`src/efx_pkg.sv`:
```
// Shared types, codes and constants for the extension-field exponentiation core.
`default_nettype none
package efx_pkg;

  localparam int CW = 62;
  localparam int DEF_MAX_DEGREE = 16;
  localparam int DEF_EXP_BITS = 64;
  localparam int AW = 7;

  typedef logic [CW-1:0] coeff_t;

  localparam logic [1:0] REQ_LOAD_MOD  = 2'd0;
  localparam logic [1:0] REQ_LOAD_BASE = 2'd1;
  localparam logic [1:0] REQ_RUN       = 2'd2;

  localparam logic CFG_MODULUS = 1'b0;
  localparam logic CFG_DEGREE  = 1'b1;

  localparam logic [1:0] A_ONE = 2'd0;
  localparam logic [1:0] A_PW  = 2'd1;
  localparam logic [1:0] A_T   = 2'd2;

  localparam logic [2:0] B_CIN    = 3'd0;
  localparam logic [2:0] B_MSTORE = 3'd1;
  localparam logic [2:0] B_BSTORE = 3'd2;
  localparam logic [2:0] B_PR     = 3'd3;
  localparam logic [2:0] B_PW     = 3'd4;
  localparam logic [2:0] B_MREG   = 3'd5;

  localparam logic [2:0] W_NONE   = 3'd0;
  localparam logic [2:0] W_MSTORE = 3'd1;
  localparam logic [2:0] W_BSTORE = 3'd2;
  localparam logic [2:0] W_MREG   = 3'd3;
  localparam logic [2:0] W_PW     = 3'd4;
  localparam logic [2:0] W_TADD   = 3'd5;
  localparam logic [2:0] W_TSUB   = 3'd6;

  typedef struct packed {
    logic          cap;
    logic          a_ld;
    logic [1:0]    a_src;
    logic          go;
    logic [2:0]    b_src;
    logic [2:0]    w_dst;
    logic [AW-1:0] addr;
    logic          t_clr;
    logic          pr_init;
    logic          copy_pw;
    logic          copy_pr;
    logic          out_ld;
    logic          out_last;
  } efx_cmd_t;

  typedef struct packed {
    logic mul_done;
    logic out_free;
  } efx_stat_t;

endpackage
`default_nettype wire

```
`src/efx_ctrl.sv`:
```
// Sequencer: loads, base setup, square-and-multiply loop, ring product and result drain.
`default_nettype none
module efx_ctrl
  import efx_pkg::*;
#(
  parameter int MAX_DEGREE = DEF_MAX_DEGREE,
  parameter int EXP_BITS   = DEF_EXP_BITS,
  parameter int NW         = $clog2(DEF_MAX_DEGREE + 1)
) (
  input  wire logic          clk,
  input  wire logic          rst,
  input  wire logic          in_valid,
  output logic               in_ready,
  input  wire logic [1:0]    req_type,
  input  wire logic [3:0]    coef_pos,
  input  wire logic [63:0]   exponent,
  input  wire logic [NW-1:0] n,
  input  wire efx_stat_t     stat,
  output efx_cmd_t           cmd
);
  localparam int IW = (MAX_DEGREE > 1) ? $clog2(MAX_DEGREE) : 1;
  localparam int TW = $clog2(2 * MAX_DEGREE);

  localparam logic [3:0] S_IDLE    = 4'd0;
  localparam logic [3:0] S_LD_GO   = 4'd1;
  localparam logic [3:0] S_LD_WAIT = 4'd2;
  localparam logic [3:0] S_INM_GO  = 4'd3;
  localparam logic [3:0] S_INM_WT  = 4'd4;
  localparam logic [3:0] S_INB_GO  = 4'd5;
  localparam logic [3:0] S_INB_WT  = 4'd6;
  localparam logic [3:0] S_EXP_CHK = 4'd7;
  localparam logic [3:0] S_RM_CLR  = 4'd8;
  localparam logic [3:0] S_RM_FA   = 4'd9;
  localparam logic [3:0] S_RM_GO   = 4'd10;
  localparam logic [3:0] S_RM_WT   = 4'd11;
  localparam logic [3:0] S_RD_FA   = 4'd12;
  localparam logic [3:0] S_RD_GO   = 4'd13;
  localparam logic [3:0] S_RD_WT   = 4'd14;
  localparam logic [3:0] S_RM_CPY  = 4'd15;

  logic [3:0]          state, state_next;
  logic                out_phase, out_phase_next;
  logic [IW-1:0]       i, i_next, j, j_next;
  logic [TW-1:0]       k, k_next;
  logic [EXP_BITS-1:0] e, e_next;
  logic                sq, sq_next, ldm, ldm_next;
  logic                acc, last_i, last_j;

  assign acc    = in_valid && in_ready;
  assign last_i = (NW'(i) == n - NW'(1));
  assign last_j = (NW'(j) == n - NW'(1));
  assign in_ready = (state == S_IDLE) && !out_phase;

  always_comb begin
    cmd            = '0;
    state_next     = state;
    out_phase_next = out_phase;
    i_next         = i;
    j_next         = j;
    k_next         = k;
    e_next         = e;
    sq_next        = sq;
    ldm_next       = ldm;
    if (out_phase) begin
      // drain result words, lowest coefficient first
      cmd.addr = AW'(i);
      if (stat.out_free) begin
        cmd.out_ld   = 1'b1;
        cmd.out_last = last_i;
        if (last_i) out_phase_next = 1'b0;
        else i_next = i + 1'b1;
      end
    end else begin
      case (state)
        S_IDLE: begin
          if (acc) begin
            cmd.cap   = 1'b1;
            cmd.a_src = A_ONE;
            if ((req_type == REQ_LOAD_MOD || req_type == REQ_LOAD_BASE) &&
                (32'(coef_pos) < MAX_DEGREE)) begin
              cmd.a_ld   = 1'b1;
              ldm_next   = (req_type == REQ_LOAD_MOD);
              state_next = S_LD_GO;
            end else if (req_type == REQ_RUN) begin
              cmd.a_ld    = 1'b1;
              cmd.pr_init = 1'b1;
              e_next      = exponent[EXP_BITS-1:0];
              i_next      = '0;
              state_next  = S_INM_GO;
            end
          end
        end
        S_LD_GO: begin
          cmd.go     = 1'b1;
          cmd.b_src  = B_CIN;
          state_next = S_LD_WAIT;
        end
        S_LD_WAIT: begin
          if (stat.mul_done) begin
            cmd.w_dst  = ldm ? W_MSTORE : W_BSTORE;
            state_next = S_IDLE;
          end
        end
        S_INM_GO: begin
          cmd.go     = 1'b1;
          cmd.b_src  = B_MSTORE;
          cmd.addr   = AW'(i);
          state_next = S_INM_WT;
        end
        S_INM_WT: begin
          cmd.addr = AW'(i);
          if (stat.mul_done) begin
            cmd.w_dst  = W_MREG;
            state_next = S_INB_GO;
          end
        end
        S_INB_GO: begin
          cmd.go     = 1'b1;
          cmd.b_src  = B_BSTORE;
          cmd.addr   = AW'(i);
          state_next = S_INB_WT;
        end
        S_INB_WT: begin
          cmd.addr = AW'(i);
          if (stat.mul_done) begin
            cmd.w_dst = W_PW;
            if (last_i) state_next = S_EXP_CHK;
            else begin
              i_next     = i + 1'b1;
              state_next = S_INM_GO;
            end
          end
        end
        S_EXP_CHK: begin
          if (e == '0) begin
            i_next         = '0;
            out_phase_next = 1'b1;
            state_next     = S_IDLE;
          end else begin
            sq_next = !e[0];
            if (!e[0]) e_next = e >> 1;
            state_next = S_RM_CLR;
          end
        end
        S_RM_CLR: begin
          cmd.t_clr  = 1'b1;
          i_next     = '0;
          j_next     = '0;
          state_next = S_RM_FA;
        end
        S_RM_FA: begin
          cmd.a_ld   = 1'b1;
          cmd.a_src  = A_PW;
          cmd.addr   = AW'(i);
          state_next = S_RM_GO;
        end
        S_RM_GO: begin
          cmd.go     = 1'b1;
          cmd.b_src  = sq ? B_PW : B_PR;
          cmd.addr   = AW'(j);
          state_next = S_RM_WT;
        end
        S_RM_WT: begin
          cmd.addr = AW'(TW'(i) + TW'(j));
          if (stat.mul_done) begin
            cmd.w_dst = W_TADD;
            if (last_j) begin
              j_next = '0;
              if (last_i) begin
                if (n == NW'(1)) state_next = S_RM_CPY;
                else begin
                  k_next     = TW'(n) + TW'(n) - TW'(2);
                  state_next = S_RD_FA;
                end
              end else begin
                i_next     = i + 1'b1;
                state_next = S_RM_FA;
              end
            end else begin
              j_next     = j + 1'b1;
              state_next = S_RM_GO;
            end
          end
        end
        S_RD_FA: begin
          cmd.a_ld   = 1'b1;
          cmd.a_src  = A_T;
          cmd.addr   = AW'(k);
          i_next     = '0;
          state_next = S_RD_GO;
        end
        S_RD_GO: begin
          cmd.go     = 1'b1;
          cmd.b_src  = B_MREG;
          cmd.addr   = AW'(i);
          state_next = S_RD_WT;
        end
        S_RD_WT: begin
          cmd.addr = AW'(k - TW'(n) + TW'(i));
          if (stat.mul_done) begin
            cmd.w_dst = W_TSUB;
            if (last_i) begin
              if (k == TW'(n)) state_next = S_RM_CPY;
              else begin
                k_next     = k - 1'b1;
                state_next = S_RD_FA;
              end
            end else begin
              i_next     = i + 1'b1;
              state_next = S_RD_GO;
            end
          end
        end
        S_RM_CPY: begin
          if (sq) begin
            cmd.copy_pw = 1'b1;
            state_next  = S_EXP_CHK;
          end else begin
            cmd.copy_pr = 1'b1;
            e_next      = e >> 1;
            if ((e >> 1) == '0) begin
              i_next         = '0;
              out_phase_next = 1'b1;
              state_next     = S_IDLE;
            end else begin
              sq_next    = 1'b1;
              state_next = S_RM_CLR;
            end
          end
        end
        default: state_next = S_IDLE;
      endcase
    end
  end

  always_ff @(posedge clk) begin
    if (rst) begin
      state     <= S_IDLE;
      out_phase <= 1'b0;
      e         <= '0;
    end else begin
      state     <= state_next;
      out_phase <= out_phase_next;
      e         <= e_next;
    end
  end

  always_ff @(posedge clk) begin
    i   <= i_next;
    j   <= j_next;
    k   <= k_next;
    sq  <= sq_next;
    ldm <= ldm_next;
  end
endmodule
`default_nettype wire

```
`config.mk`:
```
export PLATFORM = sky130hd
export DESIGN_NAME = efx_ctrl
export DESIGN_NICKNAME = d
export VERILOG_FILES = /design/src/efx_pkg.sv /design/src/efx_ctrl.sv
export SDC_FILE = /design/constraint.sdc
export NUM_CORES = 1
export LEC_CHECK = 0
export ABC_AREA = 1
export BUFFER_PORTS_ARGS = -buffer_cell sky130_fd_sc_hd__buf_4
export CAP_MARGIN = 20
export CELL_PAD_IN_SITES_DETAIL_PLACEMENT = 0
export CELL_PAD_IN_SITES_GLOBAL_PLACEMENT = 2
export CORE_MARGIN = 8
export CORE_UTILIZATION = 30
export CTS_CLUSTER_DIAMETER = 120
export DETAILED_ROUTE_END_ITERATION = 8
export PLACE_DENSITY_LB_ADDON = 0.12
export SYNTH_ARGS = -nofsm -noshare
export SYNTH_HDL_FRONTEND = slang
export SYNTH_SLANG_ARGS = --single-unit
```
`constraint.sdc`:
```
create_clock -name clk -period 3.05 [get_ports clk]
set_input_delay 0.305 -clock clk [delete_from_list [all_inputs] [get_ports clk]]
set_output_delay 0.305 -clock clk [all_outputs]
set_load 0.1 [all_outputs]
```
=== After elaboration in Yosys (flattened, before gate mapping) ===
Index checks and enable logic that the tools add are counted.

* Flip-flop bits (word level): 84
* Bits in latches: 0
* Memory bits (writable): 0
* Bits in read-only memories: 0
* Input port bits: 80
* Output and inout port bits: 25
* Word-level logic and storage cells: 179
* Memories kept: 0

* Add/subtract/negate cells: 9
* $mul: 0
* Divide/modulo/power cells: 0
* Magnitude comparators: 0
* Equality and inequality tests: 48
* Shift-type cells: 0
* Mux-type cells: 87
* Bitwise gates (word level): 1
* Reductions and logical operators: 25

{| class="wikitable"
|+ Operator list
! cell !! number
|-
| two-way mux 64 bit || 6
|-
| one-hot mux 64 bit (3 select lines) || 1
|-
| zero test 64 bit || 2
|-
| two-way mux 4 bit || 29
|-
| one-hot mux 4 bit (16 select lines) || 1
|-
| two-way mux 5 bit || 7
|-
| one-hot mux 7 bit (5 select lines) || 1
|-
| == test 4 bit, second input constant || 8
|-
| inequality test 2 bit, second input constant || 16
|-
| one-hot mux 4 bit (6 select lines) || 1
|-
| inequality test 3 bit, second input constant || 7
|-
| one-hot mux 4 bit (5 select lines) || 1
|-
| two-way mux 1 bit || 18
|-
| two-way mux 2 bit || 9
|-
| == test 4 x 3 -> 1 bit, second input constant || 4
|-
| AND reduction 8 bit || 2
|-
| two-way mux 3 bit || 5
|-
| one-hot mux 3 bit (5 select lines) || 1
|-
| two-way mux 11 bit || 1
|-
| AND reduction 11 bit || 1
|-
| == test 4 x 5 -> 1 bit || 2
|-
| one-hot mux 5 bit (2 select lines) || 1
|-
| subtractor 5 x 1 -> 5 bit, second input constant || 2
|-
| one-hot mux 3 bit (3 select lines) || 1
|-
| other kinds (33) || 43
|}

=== Logic depth before layout (Yosys ltp) ===
* Depth in word-level cells: 7
* Gate-level depth with buffers: 16
* Mapped depth without buffers: 16

=== Least setup slack after synthesis ===
Ideal clock, no wire load.

* Path kind: register to output
* Start point: register state[3]
* End point: output port cmd[22] (netlist name)
* Arrival time: 4.554 ns
* Required time: 2.745 ns
* Setup slack: -1.809 ns
* Cell stages (with the launch flop): 8
* Path buffers: 0
* Cells stage by stage: dfxtp_1 nor2_1 nand2_1 nor2_1 nand2_1 inv_1 nand2_1 a31oi_1

{| class="wikitable"
|+ RTL lines
! element !! RTL line !! text
|-
| start: declaration || efx_ctrl.sv:41 || <nowiki>logic [3:0] state, state_next;</nowiki>
|-
| start signal: assignment || efx_ctrl.sv:242 || <nowiki>state <= state_next;</nowiki>
|-
| end: declaration || efx_ctrl.sv:19 || <nowiki>output efx_cmd_t cmd</nowiki>
|}

==> results.md <==
* Most used routing layer: met2
* Commonest non-fill, non-tap cell in the layout: nand2_1
* Leak at 4.001 nW
* Routed WL at 19,510 um
* Register area share after synthesis at 29.96%
* Vias at 6,310
* Worst setup EP type: output pin
* Synth-to-Final Area Change at 26.79%
* Post-Place Cells at 1,349
* Max-cap violations at 0
* Hold violation count in the final report at 0
* Most frequent cells in the layout: nand2_1, nor2_1, inv_1, buf_4, dfxtp_1
* Die span in x at 158.8 um
* Clock latency on the worst-skew pair at 0.34 ns
* First-pass GRT wire length at 32,760 um
* Final critical-path share of the clock period at 104.5%
* Maximum vdd ir drop at 0.0003461 V
* Hold Crit Class: input pin to flip-flop
* Crit start category: flip-flop
* Met2 Use GR at 25.76%
* Hold Path Cell Cnt at 2
* GRT overflow at 0
* Worst Skew at 0.008653 ns
* Drt via density at 4.582
* Worst-path clk slew at 0.07 ns
* WS Path Type: flip-flop to output pin
* Reg2Reg Depth at 10
* Layout cell share with drive strength beyond 1 at 16.71%
* Post-Layout Cell Count at 1,377
* Clock sinks at 84
* Routed len/inst at 14.17 um
* Detailed Place HPWL at 14,060 um
* Measured slew at the worst slew-check pin at 0.8202 ns
* Fin nets at 1,203
* Clock Tree Root: clkbuf_16
* HP Start: rst
* WP data arrival at 2.88 ns
* Initial antenna violation count at 0
* Io pins at 105
* DR pass1 iterations at 4
* Post-DP Area at 7211 sq um
* Failing checks: setup timing
* Synth Register Bits at 84
* Gate Count Post-Synth at 1,009
* Post-route antenna net violation count at 0
* Sequential cell area at 1832 sq um
* Met3 GRT Util at 2.973%
* Synth Cell Area at 6113 sq um
* Post-Syn Nets at 1,110
* CP required at 2.74 ns
* Worst-path fanout max at 2
* Synth cell types at 38
* Synthesized area per cell at 6.059 sq um
* PortBufs at 100
* Gp weighted congestion at 0.8417
* Core footprint at 20,100 sq um
* Num CTS Buffers at 9
* Worst Setup Slack, final at -0.1369 ns
* Power density over cell area at 708.4 nW/um^2
* Reg2reg start: state[2]$_SDFFE_PP0P_
* Chip height at 158.8 um
* Max Fclk at 313.8 MHz
* Initial Utilization at 30.41%
* Synth top area share at 22.60%
* Htree depth at 3
* Design Area, Final at 7751 sq um
* Dominant cell type by area after synthesis: dfxtp_1
* Longest Clk Path Bufs at 2
* Final Slew Violations at 0
* Fillcell total at 2,258
* Number of remaining DRC errors at 0
* Initial DRC Count at 274
* Synth top area cells: dfxtp_1, nand2_1, nor2_1
* Flop-to-flop setup slack at 0.63 ns
* FP Rows at 52
* Setup-failing EPs final at 4
* Grt met1 use at 20.24%
* Final min period at 3.187 ns
* # hold bufs at CTS at 0
* Slew HR at 45.32%
* Total Routing Usage GR at 15.55%
* Reg2reg end: e[25]$_SDFFE_PP0P_
* Hold Path End: state[1]$_SDFFE_PP0P_
* Largest net degree at the start of global routing at 127
* Ant. Diodes at 0
* RSZ-0062 raised after global routing: true
* CTS tree: built
* Area occupied by multi-input gates at 3747 sq um
* Status: finished with violations
* Die area at 25,200 sq um
* Yosys warning count at 0
* Vias in the first global route at 6,362
-- area by class of cell --
type | instances | area share (%)
multi-input combinational | 748 | 48.35
inverter | 133 | 6.441
clock inverter | 7 | 0.9847
tap | 270 | 4.358
sequential | 84 | 23.63
clock buffer | 9 | 2.906
timing repair buffer | 126 | 13.33
-- how the worst max path moves through the flow --
stage,to,slack [ns],cells past startpoint,start
global route,cmd[10],-0.31,16,k[0]$_SDFFCE_PN0P_
floorplan,cmd[22],-0.21,7,state[3]$_SDFFE_PP0P_
finish,cmd[11],-0.14,13,k[0]$_SDFFCE_PN0P_
global placement,cmd[10],0.11,15,k[0]$_SDFFCE_PN0P_
detailed placement,cmd[10],0.08,15,k[0]$_SDFFCE_PN0P_
CTS,cmd[10],-0.13,16,k[0]$_SDFFCE_PN0P_
-- registers in the layout, indices dropped and copies added (netlist names) --
| signal | count |
|---|---|
| e | 64 |
| k | 5 |
| i | 4 |
| j | 4 |
| state | 4 |
| ldm | 1 |
| out_phase | 1 |
| sq | 1 |
-- routing by layer --
layer / up-vias / wire length (um)
li1: 3398 / -
met1: 2795 / 9570
met2: 96 / 9057
met3: 21 / 609
met4: 0 / 276
met5: - / 0
-- per-stage QoR --
step | hold slack (ns) | power [mW] | setup slack (ns) | setup TNS [ns] | util (%)
floorplan | 0.3741 | 3.655 | -0.2099 | -0.3049 | -
global placement | 0.5164 | 4.337 | 0.1112 | 0 | 35.87
detailed placement | 0.5212 | 4.309 | 0.08365 | 0 | 35.87
CTS | 0.1517 | 5.546 | -0.1268 | -0.2697 | 38.16
global route | 0.1581 | 6.036 | -0.3067 | -1.180 | 38.55
finish | 0.1673 | 5.491 | -0.1369 | -0.3004 | 38.55
-- kinds of logic after synthesis --
group	share of synthesized area [%]
adder cells (fa/ha/maj)	4.666
flip-flops	29.96
AND/OR/NAND/NOR	38.70
AO/OA/AOI/OAI	13.34
buffers and inverters	11.60
XOR/XNOR	1.719
-- cells in the mapped netlist --
library cell and count:
nand2_1 302, nor2_1 213, inv_1 127, dfxtp_1 69, o31ai_1 62, nand3_1 42, clkbuf_1 29, a21oi_1 19
o21ai_0 19, ha_1 18, nand4_1 17, edfxtp_1 15, buf_2 9, xor2_1 8, nor3_1 7, inv_2 6
buf_6 4, o22ai_1 4, xnor2_1 4, a31oi_1 3, fa_1 3, nor2_2 3, nor4_1 3, o211ai_1 3
o21ai_1 3, a211oi_1 2, a221oi_1 2, o221ai_1 2, or2_2 2, a211oi_2 1, a2bb2oi_1 1, and3_1 1
buf_1 1, buf_4 1, nand3_2 1, nand3b_1 1, nor3b_1 1, o21a_1 1
-- timing repair --
| item | 4_1_cts | 5_1_grt |
|---|---|---|
| setup endpoints to repair | 6 | 6 |
| setup buffers | 6 | 6 |
| cloned | 0 | 0 |
| pin swaps | 8 | 9 |
| gates resized for setup | 28 | 9 |
-- worst max-delay path, cell delays in order, from the launching register on --
cell and delay [ns]:
edfxtp_1 0.41, inv_2 0.10, ha_4 0.12, inv_2 0.03, fa_2 0.57, ha_4 0.21, a21oi_2 0.12, nor2_1 0.06
o21ai_1 0.22, nand2_1 0.10, nand2_2 0.09, xor2_2 0.08, nor3_4 0.23, buf_12 0.20
-- report_power, final --
part	switching [mW]	total, mW	internal [mW]
clock network	0.491	1.13	0.639
registers	0.156	1.63	1.47
logic	1.84	2.73	0.895
(Power assumes the default switching activity.)
